==> config.mk <==
export PLATFORM = sky130hd
export DESIGN_NAME = bitmap_contiguous_run_allocator_top
export DESIGN_NICKNAME = d
export VERILOG_FILES = /design/src/design/bcra_pkg.sv /design/src/design/bcra_ctrl.sv /design/src/design/bcra_dp.sv /design/src/design/bitmap_contiguous_run_allocator_top.sv
export SDC_FILE = /design/constraint.sdc
export NUM_CORES = 1
export LEC_CHECK = 0
export BUFFER_PORTS_ARGS = -buffer_cell sky130_fd_sc_hd__buf_2
export CORE_MARGIN = 4
export CORE_UTILIZATION = 30
export CTS_BUF_LIST = sky130_fd_sc_hd__clkbuf_4 sky130_fd_sc_hd__clkbuf_8
export DETAILED_ROUTE_END_ITERATION = 8
export HOLD_SLACK_MARGIN = 0.02
export SLEW_MARGIN = 20
export SYNTH_ARGS = -nofsm -noshare
export SYNTH_HDL_FRONTEND = slang
export SYNTH_SLANG_ARGS = --single-unit
export TNS_END_PERCENT = 50
==> constraint.sdc <==
create_clock -name clk -period 13.7 [get_ports clk]
set_clock_uncertainty 0.2 [all_clocks]
set_input_delay 2.74 -clock clk [delete_from_list [all_inputs] [get_ports clk]]
set_output_delay 2.74 -clock clk [all_outputs]
set_load 0.03 [all_outputs]
==> src/design/bcra_pkg.sv <==
`timescale 1ns / 1ps
// Shared types and constants of the bitmap contiguous run allocator.
package bcra_pkg;

	localparam int MAP_BYTES_DEF = 64;
	localparam int BITS_PER_BYTE = 8;

	localparam int OP_W  = 2;
	localparam int IDX_W = 9;
	localparam int LEN_W = 10;
	localparam int CFG_W = 7;
	localparam int EFF_W = CFG_W + 1;
	localparam int RUN_W = 10;
	localparam int BIT_W = 10;

	// bytes_in_use can never name a byte at or above this
	localparam int ADDRESSABLE_BYTES = 2 ** CFG_W;

	localparam int APB_AW = 2;
	localparam int APB_DW = 32;
	localparam logic [APB_AW-1:0] REG_BYTES_IN_USE = 2'd0;
	localparam logic [CFG_W-1:0] BYTES_IN_USE_RST = 7'd64;

	typedef enum logic [OP_W-1:0] {
		OP_CLEAR = 2'd0,
		OP_TEST  = 2'd1,
		OP_SCAN  = 2'd2,
		OP_WRITE = 2'd3
	} op_t;

	typedef enum logic [2:0] {
		S_IDLE,
		S_DECODE,
		S_RMW,
		S_SCAN,
		S_RESP
	} state_t;

	typedef struct packed {
		logic load;
		logic clear_all;
		logic item_rd;
		logic test_eval;
		logic wr_item;
		logic scan_rd;
		logic scan_eval;
		logic push;
	} cmd_t;

	typedef struct packed {
		op_t  op;
		logic in_range;
		logic eff_zero;
		logic hit;
		logic scan_done;
	} sts_t;

endpackage

==> src/design/bcra_ctrl.sv <==
`timescale 1ns / 1ps
// Controller state machine of the bitmap allocator: sequences each word.
module bcra_ctrl
	import bcra_pkg::*;
(
	input  logic clk,
	input  logic arst_n,
	input  logic item_valid,
	output logic item_stall,
	output logic result_valid,
	input  logic result_stall,
	input  sts_t sts,
	output cmd_t cmd
);

	state_t state_q, state_n;
	logic   out_valid_q;
	logic   out_free;

	assign out_free     = !out_valid_q || !result_stall;
	assign item_stall   = (state_q != S_IDLE);
	assign result_valid = out_valid_q;

	always_ff @(posedge clk or negedge arst_n) begin
		if (!arst_n) begin
			state_q     <= S_IDLE;
			out_valid_q <= 1'b0;
		end else begin
			state_q <= state_n;
			if (cmd.push)
				out_valid_q <= 1'b1;
			else if (!result_stall)
				out_valid_q <= 1'b0;
		end
	end

	always_comb begin
		state_n = state_q;
		case (state_q)
			S_IDLE: begin
				if (item_valid)
					state_n = S_DECODE;
			end
			S_DECODE: begin
				case (sts.op) inside
					OP_TEST, OP_WRITE: state_n = sts.in_range ? S_RMW : S_RESP;
					OP_SCAN:           state_n = sts.eff_zero ? S_RESP : S_SCAN;
					default:           state_n = S_RESP;
				endcase
			end
			S_RMW: state_n = S_RESP;
			S_SCAN: begin
				if (sts.hit || sts.scan_done)
					state_n = S_RESP;
			end
			S_RESP: begin
				if (out_free)
					state_n = S_IDLE;
			end
			default: state_n = S_IDLE;
		endcase
	end

	always_comb begin
		cmd = '0;
		case (state_q)
			S_IDLE: cmd.load = item_valid;
			S_DECODE: begin
				case (sts.op) inside
					OP_CLEAR:          cmd.clear_all = 1'b1;
					OP_TEST, OP_WRITE: cmd.item_rd = sts.in_range;
					OP_SCAN:           cmd.scan_rd = !sts.eff_zero;
					default:           cmd.clear_all = 1'b0;
				endcase
			end
			S_RMW: begin
				cmd.test_eval = (sts.op == OP_TEST);
				cmd.wr_item   = (sts.op == OP_WRITE);
			end
			S_SCAN: begin
				cmd.scan_eval = 1'b1;
				cmd.scan_rd   = !sts.hit && !sts.scan_done;
			end
			S_RESP: cmd.push = out_free;
			default: cmd = '0;
		endcase
	end

endmodule

==> src/design/bcra_dp.sv <==
`timescale 1ns / 1ps
// Datapath of the bitmap allocator: map memory, scan logic and result registers.
module bcra_dp
	import bcra_pkg::*;
#(
	parameter int MAP_BYTES = MAP_BYTES_DEF
) (
	input  logic             clk,
	input  logic             arst_n,
	input  cmd_t             cmd,
	output sts_t             sts,
	input  logic [CFG_W-1:0] bytes_in_use,
	input  logic [OP_W-1:0]  operation,
	input  logic [IDX_W-1:0] bit_index,
	input  logic             bit_value,
	input  logic [LEN_W-1:0] run_length,
	output logic             bit_is_set,
	output logic             found,
	output logic [IDX_W-1:0] start_index
);

	localparam int DEPTH = (MAP_BYTES < ADDRESSABLE_BYTES) ? MAP_BYTES : ADDRESSABLE_BYTES;
	localparam int AW    = (DEPTH > 1) ? $clog2(DEPTH) : 1;
	localparam int BSEL_W = $clog2(BITS_PER_BYTE);

	logic [7:0]       mem_q [DEPTH];
	logic [DEPTH-1:0] vld_q;

	op_t              op_q;
	logic [IDX_W-1:0] pos_q;
	logic             val_q;
	logic [LEN_W-1:0] len_q;
	logic [RUN_W-1:0] run_q;
	logic [EFF_W-1:0] rd_cnt_q;
	logic [EFF_W-1:0] proc_q;
	logic [7:0]       rdata_q;
	logic             rvalid_q;
	logic             is_set_q, found_q;
	logic [IDX_W-1:0] start_q;
	logic             out_is_set_q, out_found_q;
	logic [IDX_W-1:0] out_start_q;

	logic [EFF_W-1:0] eff;
	logic [EFF_W-1:0] pos_byte;
	logic [AW-1:0]    item_addr;
	logic [AW-1:0]    raddr;
	logic             re;
	logic [7:0]       cur_byte;
	logic [7:0]       wdata;
	logic [RUN_W-1:0] run_n;
	logic             hit;
	logic [BSEL_W-1:0] hit_pos;
	logic [BIT_W-1:0] hit_bit;
	logic [BIT_W-1:0] start_full;

	assign eff = ({1'b0, bytes_in_use} > EFF_W'(DEPTH)) ? EFF_W'(DEPTH) : {1'b0, bytes_in_use};
	assign pos_byte  = EFF_W'(pos_q[IDX_W-1:BSEL_W]);
	assign item_addr = pos_byte[AW-1:0];
	assign cur_byte  = rvalid_q ? rdata_q : 8'h00;

	assign re    = cmd.item_rd || cmd.scan_rd;
	assign raddr = cmd.scan_rd ? rd_cnt_q[AW-1:0] : item_addr;

	always_comb begin
		wdata = cur_byte;
		wdata[pos_q[BSEL_W-1:0]] = val_q;
	end

	// eight bit steps of the run counter over one map byte
	always_comb begin
		run_n   = run_q;
		hit     = 1'b0;
		hit_pos = '0;
		for (int b = 0; b < BITS_PER_BYTE; b++) begin
			if (!hit) begin
				if (cur_byte[b]) begin
					run_n = '0;
				end else begin
					run_n = run_n + RUN_W'(1);
					if (run_n == len_q) begin
						hit     = 1'b1;
						hit_pos = BSEL_W'(b);
					end
				end
			end
		end
	end

	assign hit_bit    = {proc_q[BIT_W-BSEL_W-1:0], hit_pos};
	assign start_full = hit_bit + BIT_W'(1) - BIT_W'(len_q);

	assign sts.op        = op_q;
	assign sts.in_range  = (pos_byte < eff);
	assign sts.eff_zero  = (eff == '0);
	assign sts.hit       = hit;
	assign sts.scan_done = (rd_cnt_q == eff);

	always_ff @(posedge clk) begin
		if (cmd.wr_item)
			mem_q[item_addr] <= wdata;
		if (re) begin
			rdata_q  <= mem_q[raddr];
			rvalid_q <= vld_q[raddr];
		end
	end

	always_ff @(posedge clk or negedge arst_n) begin
		if (!arst_n) begin
			vld_q <= '0;
		end else if (cmd.clear_all) begin
			vld_q <= '0;
		end else if (cmd.wr_item) begin
			vld_q[item_addr] <= 1'b1;
		end
	end

	always_ff @(posedge clk) begin
		if (cmd.load) begin
			op_q     <= op_t'(operation);
			pos_q    <= bit_index;
			val_q    <= bit_value;
			len_q    <= run_length;
			run_q    <= '0;
			rd_cnt_q <= '0;
			is_set_q <= 1'b0;
			found_q  <= 1'b0;
			start_q  <= '0;
		end else begin
			if (cmd.scan_rd) begin
				rd_cnt_q <= rd_cnt_q + EFF_W'(1);
				proc_q   <= rd_cnt_q;
			end
			if (cmd.scan_eval) begin
				run_q <= run_n;
				if (hit) begin
					found_q <= 1'b1;
					start_q <= start_full[IDX_W-1:0];
				end
			end
			if (cmd.test_eval)
				is_set_q <= cur_byte[pos_q[BSEL_W-1:0]];
		end
		if (cmd.push) begin
			out_is_set_q <= is_set_q;
			out_found_q  <= found_q;
			out_start_q  <= start_q;
		end
	end

	assign bit_is_set  = out_is_set_q;
	assign found       = out_found_q;
	assign start_index = out_start_q;

endmodule

==> src/design/bitmap_contiguous_run_allocator_top.sv <==
`timescale 1ns / 1ps
// Top level of the bitmap first-fit contiguous run allocator.
//
// Input channel (item_valid/item_stall) carries one operation word: clear all,
// test bit, scan for a free run of run_length zero bits, or write bit.
// Result channel (result_valid/result_stall) returns one word per input word:
// bit_is_set for test, found and start_index for scan, zeros otherwise.
// The APB port holds bytes_in_use at address 0; write it only while idle.
// One word is worked at a time; the next is taken in the cycle after the result
// is loaded. From accept, each word passes DECODE and then RESP; test and
// write pass RMW between them when the index is in range, and a scan passes
// SCAN over bytes in use (capped at MAP_BYTES), stopping early when a run is
// found, or goes straight to RESP when no bytes are in use.
// The scan reads the map memory one byte per cycle through its single read
// port; that port sets the scan time.
// A finished result waits in the output register while result_stall is high,
// and the next word is still accepted; its result waits until the slot frees.
// Reset empties the map (every bit free), sets bytes_in_use to 64 and drops
// any pending result.
module bitmap_contiguous_run_allocator_top
	import bcra_pkg::*;
#(
	parameter int MAP_BYTES = MAP_BYTES_DEF
) (
	input  logic              clk,
	input  logic              arst_n,
	input  logic              psel,
	input  logic              penable,
	input  logic              pwrite,
	input  logic [APB_AW-1:0] paddr,
	input  logic [APB_DW-1:0] pwdata,
	output logic [APB_DW-1:0] prdata,
	output logic              pready,
	input  logic              item_valid,
	output logic              item_stall,
	input  logic [OP_W-1:0]   operation,
	input  logic [IDX_W-1:0]  bit_index,
	input  logic              bit_value,
	input  logic [LEN_W-1:0]  run_length,
	output logic              result_valid,
	input  logic              result_stall,
	output logic              bit_is_set,
	output logic              found,
	output logic [IDX_W-1:0]  start_index
);

	logic [CFG_W-1:0] bytes_in_use_q;
	cmd_t             cmd;
	sts_t             sts;

	assign pready = 1'b1;
	assign prdata = (paddr == REG_BYTES_IN_USE) ? APB_DW'(bytes_in_use_q) : '0;

	always_ff @(posedge clk or negedge arst_n) begin
		if (!arst_n) begin
			bytes_in_use_q <= BYTES_IN_USE_RST;
		end else if (psel && penable && pwrite && pready && paddr == REG_BYTES_IN_USE) begin
			bytes_in_use_q <= pwdata[CFG_W-1:0];
		end
	end

	bcra_ctrl u_ctrl (
		.clk          (clk),
		.arst_n       (arst_n),
		.item_valid   (item_valid),
		.item_stall   (item_stall),
		.result_valid (result_valid),
		.result_stall (result_stall),
		.sts          (sts),
		.cmd          (cmd)
	);

	bcra_dp #(
		.MAP_BYTES (MAP_BYTES)
	) u_dp (
		.clk          (clk),
		.arst_n       (arst_n),
		.cmd          (cmd),
		.sts          (sts),
		.bytes_in_use (bytes_in_use_q),
		.operation    (operation),
		.bit_index    (bit_index),
		.bit_value    (bit_value),
		.run_length   (run_length),
		.bit_is_set   (bit_is_set),
		.found        (found),
		.start_index  (start_index)
	);

endmodule

==> Yosys cells after proc, flatten, opt, wreduce, memory -nomap -nowiden <==
Memory sizes are Yosys's and may differ from the RTL's. A register that Yosys moved wholly into a read port is not among the register bits.
Cells that the tools add are included.
{ "word_totals": {"inputBits": 63, "memories": 1, "elab_cells": 181, "ff_bits": 144, "ramBits": 512, "output_inout_bits": 46} }
{ "memory_table": {"columns": ["name", "words", "width", "read_ports", "rd_ports_with_merged_regs", "write_ports", "line_no", "source"], "rows": [
  ["u_dp.mem_q", 64, 8, 1, 1, 1, "bcra_dp.sv:26", "logic [7:0] mem_q [DEPTH];"]
]} }
{ "classes": {"n_eq_ne": 20, "add_sub_neg": 11, "mux": 98, "n_reduce_logical": 24, "order_cmp": 7, "n_bitwise": 2} }
{ "ops": {"columns": ["cell", "count"], "rows": [
  ["$mux W10", 15],
  ["$mux W64", 2],
  ["$mux W3", 27],
  ["$add A10 B1 Y10 const B", 8],
  ["$eq A10 B10 Y1", 8],
  ["$or A64 B64 Y64", 1],
  ["$mux W1", 41],
  ["$pmux W3 S5", 1],
  ["$lt A6 B7 Y1 const B", 2],
  ["$mux W7", 2],
  ["$add A9 B1 Y9 const B", 1],
  ["$sub A9 B9 Y9", 1],
  ["$add A8 B1 Y8 const B", 1],
  ["$bwmux W8", 1],
  ["$eq A8 B7 Y1", 1],
  ["$logic_not A8 Y1", 1],
  ["$lt A6 B8 Y1", 1],
  ["$mux W8", 1],
  ["$gt A7 B7 Y1 const B", 1],
  ["$bmux W1 S6", 1],
  ["$demux W1 S6", 1],
  ["$eq A3 B2 Y1 const B", 2],
  ["$ge A6 B1 Y1 const B", 1],
  ["$logic_and A1 B1 Y1", 6],
  ["other kinds (23)", 35]
]} }

==> Longest topological paths before layout <==
Gate-level depths: netlist (run 1).
{ "depth": {"word_depth": 31, "depth_mapped": 66, "ltp_nobuf": 56} }

==> Hierarchy <==
A second synthesis (run 1) with hierarchy kept.
{ "hier_totals": {"cells_unflattened": 2505, "area_unflattened_um2": 32936.6} }
{ "by_module_without_submodules": {"columns": ["mod", "instances", "cells_each", "area_per_inst_um2", "seq_area_each_um2"], "rows": [
  ["bcra_dp", 1, 2414, 32097.0, 18998.2],
  ["bitmap_contiguous_run_allocator_top", 1, 51, 543.0, 176.4],
  ["bcra_ctrl", 1, 40, 296.5, 100.1]
]} }

==> Worst setup path before layout (run 1) <==
OpenSTA, ideal clock, no wires.
{ "synth_path": {"path_kind": "register to register", "from": "register u_dp.run_q[1]", "to": "register u_dp.start_q[8]", "path_stages_with_launch": 62, "required_ns": 13.414, "period_less_slack_ns": 12.451, "setup_time_ns": 0.086, "arrival_time_ns": 12.165, "setup_slack_ns": 1.249, "path_buffers": 8, "cell_sequence": "dfxtp_1 > ha_1 > buf_4 > xnor2_1 > xnor2_1 > o2111ai_1 > or4_1 > buf_2 > nor3_4 > buf_4 > nand2_1 > o21ai_0 > ha_1 > xor2_1 > o22ai_1 > a221oi_1 > a21oi_1 > nor4_1 > [26 not listed] > clkbuf_1 > and4_1 > o41ai_1 > nand3_1 > and3_1 > or4_1 > nor2_1 > nor2_1 > ha_1 > ha_1 > a21o_1 > a21o_1 > a21o_1 > a21oi_1 > o21bai_1 > a21oi_1 > xnor2_1 > a211oi_1"} }
{ "synth_via": {"elab_chain_len": 27, "word_cells_on_any_way": 76, "cone_classes": "10 x add/sub; 8 x eq/ne; 57 x mux; 1 x reduce/logical"} }
{ "synth_lines": {"columns": ["item", "line_no", "source"], "rows": [
  ["from (decl)", "bcra_dp.sv:33", "logic [RUN_W-1:0] run_q;"],
  ["from (signal assigned)", "bcra_dp.sv:134", "run_q <= run_n;"],
  ["$add A10 B1 Y10 *", "bcra_dp.sv:79", "run_n = run_n + RUN_W'(1);"],
  ["$mux W10 / $eq A10 B10 Y1 (equally long branches)", "bcra_dp.sv:76, bcra_dp.sv:80", null],
  ["$add A10 B1 Y10 / $mux W1 (equally long branches)", "bcra_dp.sv:79, bcra_dp.sv:80", null],
  ["$mux W10, or another cell as far along", "bcra_dp.sv:76", "if (cur_byte[b]) begin"],
  ["$mux W10 / $mux W1 (equally long branches)", "bcra_dp.sv:75, bcra_dp.sv:80", null],
  ["$add A10 B1 Y10, or another cell as far along", "bcra_dp.sv:79", null],
  ["$mux W10, or another cell as far along", "bcra_dp.sv:76", null],
  ["$mux W10, or another cell as far along", "bcra_dp.sv:75", "if (!hit) begin"],
  ["[11 not listed]", null, null],
  ["$mux W10 / $mux W3 (equally long branches)", "bcra_dp.sv:75, bcra_dp.sv:80", null],
  ["$add A10 B1 Y10 / $mux W3 (equally long branches)", "bcra_dp.sv:79, bcra_dp.sv:76", null],
  ["$eq A10 B10 Y1 / $mux W3 (equally long branches)", "bcra_dp.sv:80, bcra_dp.sv:75", null],
  ["$mux W3", "bcra_dp.sv:80", "if (run_n == len_q) begin"],
  ["$mux W3", "bcra_dp.sv:76", null],
  ["$mux W3", "bcra_dp.sv:75", null],
  ["$add A9 B1 Y9", "bcra_dp.sv:90", "assign start_full = hit_bit + BIT_W'(1) - BIT_W'(len_q);"],
  ["$sub A9 B9 Y9", "bcra_dp.sv:90", null],
  ["to (signal assigned)", "bcra_dp.sv:137", "start_q <= start_full[IDX_W-1:0];"],
  ["to (decl)", "bcra_dp.sv:39", "logic [IDX_W-1:0] start_q;"]
]} }
Every way passes the cells marked *; elsewhere a longest branch is shown, timed or not.
A chain may end at the register's enable or synchronous reset.

==> Final worst setup path (run 1) <==
{ "layout_path": {"from": "register u_dp.run_q[1]", "to": "register u_dp.rdata_q[3], read port of u_dp.mem_q (data pin)"} }
{ "layout_via": {"elab_chain_len": 29, "word_cells_on_any_way": 57, "cone_classes": "8 x add/sub; 8 x eq/ne; 38 x mux; 3 x reduce/logical"} }
{ "layout_lines": {"columns": ["item", "line_no", "source"], "rows": [
  ["$add A10 B1 Y10 *", "bcra_dp.sv:79", null],
  ["$mux W10 / $eq A10 B10 Y1 (equally long branches)", "bcra_dp.sv:76, bcra_dp.sv:80", null],
  ["$add A10 B1 Y10 / $mux W1 (equally long branches)", "bcra_dp.sv:79, bcra_dp.sv:80", null],
  ["$mux W10, or another cell as far along", "bcra_dp.sv:76", null],
  ["$mux W10 / $mux W1 (equally long branches)", "bcra_dp.sv:75, bcra_dp.sv:80", null],
  ["$add A10 B1 Y10 / $mux W1 (equally long branches)", "bcra_dp.sv:79, bcra_dp.sv:76", null],
  ["$mux W10, or another cell as far along", "bcra_dp.sv:76", null],
  ["$mux W10 / $mux W1 (equally long branches)", "bcra_dp.sv:75, bcra_dp.sv:80", null],
  ["[13 not listed]", null, null],
  ["$eq A10 B10 Y1", "bcra_dp.sv:80", null],
  ["$mux W1", "bcra_dp.sv:80", null],
  ["$mux W1", "bcra_dp.sv:76", null],
  ["$mux W1 *", "bcra_dp.sv:75", null],
  ["$logic_not A1 Y1 *", "bcra_ctrl.sv:82", "cmd.scan_rd = !sts.hit && !sts.scan_done;"],
  ["$logic_and A1 B1 Y1 *", "bcra_ctrl.sv:82", null],
  ["$pmux W1 S2 *", "bcra_ctrl.sv:66", "case (state_q)"],
  ["$mux W6 / $logic_or A1 B1 Y1 (equally long branches)", "bcra_dp.sv:62, bcra_dp.sv:61", null],
  ["to (decl)", "bcra_dp.sv:36", "logic [7:0] rdata_q;"]
]} }
Marks and branches as above.

==> summary.txt, run 1 <==
Worst setup path
  • R2r endpoint: u_dp.rdata_q[3]
  • CP top delay family: compound AO/OA/AOI/OAI gates
  • Slowest CP cell: o31ai_1
  • Worst r2r src: u_dp.run_q[1]
  • Flop2flop setup slack: ~0.8 ns
  • Most frequent cell on the critical path: buf_4
  • Required @ worst endpoint: about 14 ns
  • WP data arrival: 13.21 ns
  • Startpoint types: flop
  • FF-to-FF path depth: 50
  • Setup crit end kind: flop
  • Buf/Inv on CP: 8
  • Worst-path fanout max: 24
  • Critical path type: flop to flop
  • Largest stage delay on the critical path: about 0.70 ns

Die
  • Die height: roughly 350 µm
  • Area of the die: 124000 µm²
  • Core region area: between 100000 and 150000 µm²
  • Num rows: around 130
  • Die width: around 350 µm
  • Initial Utilization: about 30%
  • I/O pins: 109

Global route
  • Initial antenna violation count: 1
  • First-pass GRT wire length: 162000 µm
  • Total grt overflow: 0
  • Largest net degree at the start of global routing: 65
  • Gr usage total: 16.8%
  • Vias in the first global route: 25511

STA
  • Period minus WS final: approximately 13 ns
  • Final setup vio count: 0
  • Maximum clock frequency: ~0.077 GHz
  • Fin. max-slew vios: 0
  • Final worst-path setup slack: 0.793 ns
  • Setup tns final: 0 ns
  • WHS: 0.232 ns
  • Headroom to the max-slew limit: roughly 26%
  • Final period util: a little over nine tenths
  • Fin. Hold Viols: 0
  • Worst Tran Pin Value: 1.11 ns
  • RSZ-0062 raised after global routing: no

Power
  • PD cells: ~190 nW/µm²
  • LEAKAGE: around 14 nW
  • Worst vdd ir: roughly 0.095 mV
  • Final Power: around 7.5 mW

Synthesis
  • Cell with the most instances after synthesis: edfxtp_1
  • Post-synth top flop: edfxtp_1
  • Synth top area share: a little under half
  • Seq/Total Area, Yosys: 54.1%
  • Post-synth ARST share: a little under an eighth
  • YS warnings: 0
  • Syn Area/Cell: about 11 µm²
  • Post-synthesis cell type count: roughly 140
  • Cells after synthesis: ~3100
  • Top post-synthesis cells by area: edfxtp_1 47%, dfrtp_1 5.2%, mux2i_1 5.0%
  • Post-synth top cells: 560 x edfxtp_1, 357 x nand2_1, 196 x nor2_1
  • Synth area leader: edfxtp_1
  • Synthesized flop and latch total: around 660
  • Number of flops mapped to enable cells by yosys: 560
  • Synth Cell Area: about 36000 µm²

CTS
  • CTS tree: done
  • H-tree levels: 3
  • Clock buffer depth: 3
  • CTS Buf Count: around 110
  • CTS sink count: ~660
  • Clk root buf: clkbuf_8
  • Worst-skew pair later-pin latency: around 0.76 ns
  • Reg clk slew, reported paths: 0.07 ns

Cells and area
  • Final net count: 3340
  • Layout cell share with drive strength beyond 1: 17.6%
  • Area growth, synth to finish: 13.7%
  • Final Util: between 30% and 40%

Drt
  • DRC violations left: 0
  • Vias per std cell: between 5 and 6
  • First-pass DRT Iterations: 5
  • WL final: between 100000 and 150000 µm
  • Via count: approximately 27000
  • WL/cell: roughly 22 µm
  • Detail Route Antenna Nets: 0
  • Iteration-0 DRC Markers: between 2000 and 3000

Run status
  • Outcome: finished, final reports clean

Worst hold path
  • Cells on Worst Hold Path: 0
  • Worst hold path class: flop to flop
  • Hold Startpoint: u_dp.found_q
  • Hold Path Sink: u_dp.found

Place
  • RD Place Congestion: between 0.8 and 0.9
  • Post-DP HPWL: ~72000 µm
  • PortBufs: 57
  • Place WS: approximately 0.059 ns

Job
  • # Max-Cap Violations: 0
-- per-layer routing --
layer	track usage [%]	vias up	wire (µm)
li1	-	12247	-
met1	23.5	13395	47500
met2	26.8	1129	50100
met3	2.50	174	7710
met4	5.26	0	3070
met5	0	-	0
-- sequential cells by signal (all words and copies together) (netlist names), 8 cells and up --
register	cells
u_dp.run_q	10
u_dp.rd_cnt_q	8
u_dp.rdata_q	8
u_dp.mem_q	512
u_dp.len_q	10
u_dp.pos_q	9
u_dp.start_index	9
u_dp.start_q	9
u_dp.vld_q	64
-- logic make-up after synthesis --
group / after synthesis / share of synthesized area [%]
XOR/XNOR: 104 / 2.65
adder cells (fa/ha/maj): 30 / 1.07
other: 2 / 0.0211
AO/OA/AOI/OAI: 729 / 14.9
AND/OR/NAND/NOR: 1097 / 15.4
buffers and inverters: 257 / 3.53
flip-flops: 664 / 54.1
multiplexers: 248 / 8.37
-- report_power, final --
part	leakage, nW	switching (mW)	total, mW	internal (mW)
registers	6.38	0.118	2.55	2.43
clock network	1.19	0.808	1.74	0.936
logic	6.56	2.10	3.22	1.12
total	14.1	3.03	7.51	4.49
-- final cells by class --
type                    instances  area [µm²]
diodes                          2        5.00
clock buffers                 158        1940
clock inverters                46         292
fillers                     11734       77500
inverters                      30         115
multi-input cells            2234       15400
flip-flops and latches        664       19300
well taps                    1536        1920
repair buffers                210        1590
-- layout by cell type (no fill, tap or decap), types with 26 or more instances in the layout --
| cell | instances |
|---|---|
| edfxtp_1 | 560 |
| a21oi_1 | 85 |
| ha_1 | 27 |
| o21a_1 | 71 |
| nand2_1 | 355 |
| dfxtp_1 | 26 |
| o21ai_0 | 129 |
| a31oi_1 | 76 |
| buf_2 | 56 |
| clkbuf_8 | 120 |
| mux2i_1 | 175 |
| a211oi_1 | 72 |
| nand4_1 | 58 |
| and2_1 | 28 |
| nor2_1 | 193 |
| and3_1 | 84 |
| nor3_1 | 57 |
| xnor2_1 | 74 |
| nor4_1 | 27 |
| nand3_1 | 121 |
| mux4_2 | 34 |
| mux2_2 | 27 |
| conb_1 | 26 |
| buf_4 | 140 |
| dfrtp_1 | 74 |
| o211ai_1 | 30 |
| a211o_1 | 27 |
| clkbuf_4 | 38 |
-- worst max path at each step --
stage / from / end / slack, ns / cells past startpoint
2_1_floorplan: u_dp.run_q[1] / u_dp.start_q[8] / 1.25 / 61
3_3_place_gp: u_dp.run_q[1] / u_dp.rdata_q[2] / 0.14 / 48
3_5_place_dp: u_dp.run_q[1] / u_dp.rdata_q[2] / 0.06 / 48
4_1_cts: u_dp.run_q[1] / u_dp.rdata_q[2] / 0.05 / 48
5_1_grt: u_dp.run_q[1] / u_dp.start_q[8] / 0.09 / 51
6_report: u_dp.run_q[1] / u_dp.rdata_q[3] / 0.79 / 50
-- through the flow --
| step | instances | instance area [µm²] |
|---|---|---|
| 6_report | 4880 | 40600 |
| 4_1_cts | 4867 | 40300 |
| 3_3_place_gp | 4663 | 38100 |
| 2_1_floorplan | 3155 | 35700 |
| 3_5_place_dp | 4663 | 38100 |
| 5_1_grt | 4880 | 40600 |
-- what timing repair did --
item                                    CTS  global route
gates resized for setup                   0            24
hold buffers                              0             0
endpoints found under the setup margin    0            14
setup buffers                             0            11
Note: power is estimated with default switching activity, not from simulation.
==> inputs of run 2 (changes only) <==
--- a/config.mk
+++ b/config.mk
@@ -6,7 +6,6 @@
 export NUM_CORES = 1
 export LEC_CHECK = 0
 export BUFFER_PORTS_ARGS = -buffer_cell sky130_fd_sc_hd__buf_2
-export CORE_MARGIN = 4
 export CORE_UTILIZATION = 30
 export CTS_BUF_LIST = sky130_fd_sc_hd__clkbuf_4 sky130_fd_sc_hd__clkbuf_8
 export DETAILED_ROUTE_END_ITERATION = 8
==> summary.txt, run 2 (same netlist as run 1, synthesis figures left out) <==
Global route
  • Gr usage total: 17.4% (+0.65 points)
  • Total grt overflow: 0 (unchanged)
  • Initial antenna violation count: 3 (+2)
  • First-pass GRT wire length: 161000 µm (-0.82%)
  • Largest net degree at the start of global routing: 68 (+4.6%)
  • Vias in the first global route: 25435 (-0.30%)

Power
  • PD cells: 189 nW/µm² (+1.8%)
  • Final Power: 7.66 mW (+1.9%)
  • Worst vdd ir: 0.0912 mV (-3.9%)
  • LEAKAGE: 14.1 nW (about the same)

Cells and area
  • Final std cells w/o fill: 4859 (-0.43%)
  • Layout cell share with drive strength beyond 1: 17.1% (-0.52 points)
  • Most frequent cells in the layout: 560 x edfxtp_1, 355 x nand2_1, 195 x nor2_1
  • Final Instance Area: 40600 µm² (+0.11%)
  • Final net count: 3322 (-0.54%)
  • # fillers: 11664 (-0.60%)
  • Multi-input logic area: 15400 µm² (-0.20%)
  • Storage cell area: 19300 µm² (about the same)
  • Max FFs per register: 512 (unchanged)
  • Commonest non-fill, non-tap cell in the layout: edfxtp_1
  • Largest Register: u_dp.mem_q
  • Area growth, synth to finish: 13.9%
  • Largest regs: u_dp.mem_q x512, u_dp.vld_q x64

Job
  • # Max-Cap Violations: 0 (unchanged)

Place
  • Placed Instances: 4655 (-0.17%)
  • Post-DP HPWL: 72300 µm (+0.23%)
  • PortBufs: 57 (unchanged)
  • RD Place Congestion: 0.872 (-1.0%)
  • Area after DPL: 38000 µm² (-0.25%)

STA
  • Worst Tran Pin Value: 1.09 ns (-0.0185 ns)
  • Fin. max-slew vios: 0 (unchanged)
  • Period minus WS final: 12.93 ns (+0.0194 ns)
  • Final period util: 94.4% (+0.14 points)
  • Fin. Hold Viols: 0 (unchanged)
  • Final setup vio count: 0 (unchanged)
  • Headroom to the max-slew limit: 27.0% (+1.3 points)
  • Maximum clock frequency: 0.0774 GHz (-0.15%)

CTS
  • Clock buffer depth: 3 (unchanged)
  • Clk root buf: clkbuf_8
  • CTS tree: done
  • Reg clk slew, reported paths: 0.06 ns (about the same)
  • H-tree levels: 3 (unchanged)
  • Worst-skew pair later-pin latency: 0.77 ns (about the same)
  • Post-CTS setup repair buffer count: 0 (unchanged)
  • CTS Buf Count: 108 (+0.93%)
  • CTS sink count: 664 (unchanged)

Die
  • I/O pins: 109 (unchanged)
  • Die width: 347 µm (-1.7%)
  • Die height: 347 µm (-1.7%)
  • Initial Utilization: 30.2% (+0.040 points)
  • Core region area: 118000 µm² (-0.13%)
  • Num rows: 126 (unchanged)
  • Area of the die: 120000 µm² (-3.4%)

Worst setup path
  • Startpoint types: flop
  • Critical path type: flop to flop
  • Worst-path fanout max: 12 (-50%)
  • Largest stage delay on the critical path: 0.63 ns (-0.07 ns)
  • Setup crit end kind: flop
  • WP data arrival: 13.30 ns (+0.09 ns)
  • Slowest CP cell: dfxtp_1
  • Most frequent cell on the critical path: buf_4
  • Required @ worst endpoint: 14.07 ns (+0.07 ns)

Drt
  • WL final: 108000 µm (-0.15%)
  • Detail Route Antenna Nets: 0 (unchanged)
  • Vias per std cell: 5.53 (about the same)
  • Iteration-0 DRC Markers: 2711 (+2.4%)
  • DRC violations left: 0 (unchanged)
  • WL/cell: 22.3 µm (+0.28%)
  • First-pass DRT Iterations: 6 (+1)
  • Via count: 26849 (-0.36%)

Run status
  • Outcome: finished, final reports clean

Worst hold path
  • Worst hold path class: flop to flop
## run 2: final cells by class
cell class	count	share of cell area, %
tap	1536	4.73
sequential	664	47.5
inverter	30	0.284
clock buffer	167	5.12
timing repair buffer	191	3.44
multi-input combinational	2234	37.9
clock inverter	34	1.02
antenna	3	0.0185
## run 2: where the power goes
| part | total (mW) | internal [mW] | switching [mW] |
|---|---|---|---|
| logic | 3.18 | 1.10 | 2.08 |
| clock network | 1.94 | 1.11 | 0.827 |
| registers | 2.54 | 2.43 | 0.114 |
| total | 7.66 | 4.64 | 3.02 |
## run 2: through the flow
step | util [%] | hold WS [ns] | TNS, ns | setup WS, ns
CTS | 34.3 | 0.222 | 0 | 0.302
global route | 34.4 | 0.235 | -0.0122 | -0.0122
finish | 34.4 | 0.214 | 0 | 0.773
global placement | 32.2 | 0.215 | 0 | 0.313
detailed placement | 32.2 | 0.220 | 0 | 0.372
floorplan | - | 0.203 | 0 | 1.25
## run 2: final timing paths
kind / startpoint / to / slack (ns) / depth (start not counted)
worst max-delay path: u_dp.run_q[7] / u_dp.rdata_q[2] / 0.77 / 46
worst min-delay path: u_dp.found_q / u_dp.found / 0.21 / 0
worst max register to register: u_dp.run_q[7] / u_dp.rdata_q[2] / 0.77 / 46
worst min register to register: u_dp.found_q / u_dp.found / 0.21 / 0
max in group asynchronous: arst_n / u_dp.vld_q[28] / 10.35 / 2
min in group asynchronous: arst_n / u_dp.vld_q[7] / 1.66 / 1
## run 2: worst max-delay path, delay by kind of cell, from the launching register on
kind | cells | cell delay, ns
adders and majority gates | 3 | 0.93
DFF | 1 | 0.63
AOI/OAI and AO/OA | 20 | 5.20
and+or+nand+nor | 15 | 3.93
xor gates and xnor gates | 2 | 0.45
buffers and inverters | 4 | 0.77
muxes | 2 | 0.68
## run 2: timing repair
action | CTS | global route
resized for setup | 0 | 20
hold endpoints to repair | 0 | 0
endpoints found under the setup margin | 0 | 14
hold buffers | 0 | 0
## run 2: metal layers
metal	GRT usage, %	share of wire, %	up-vias
li1	-	-	12208
met1	24.1	44	13404
met2	27.4	46	1050
met3	3.08	7.5	187
met4	5.57	2.8	0
met5	0	0	-
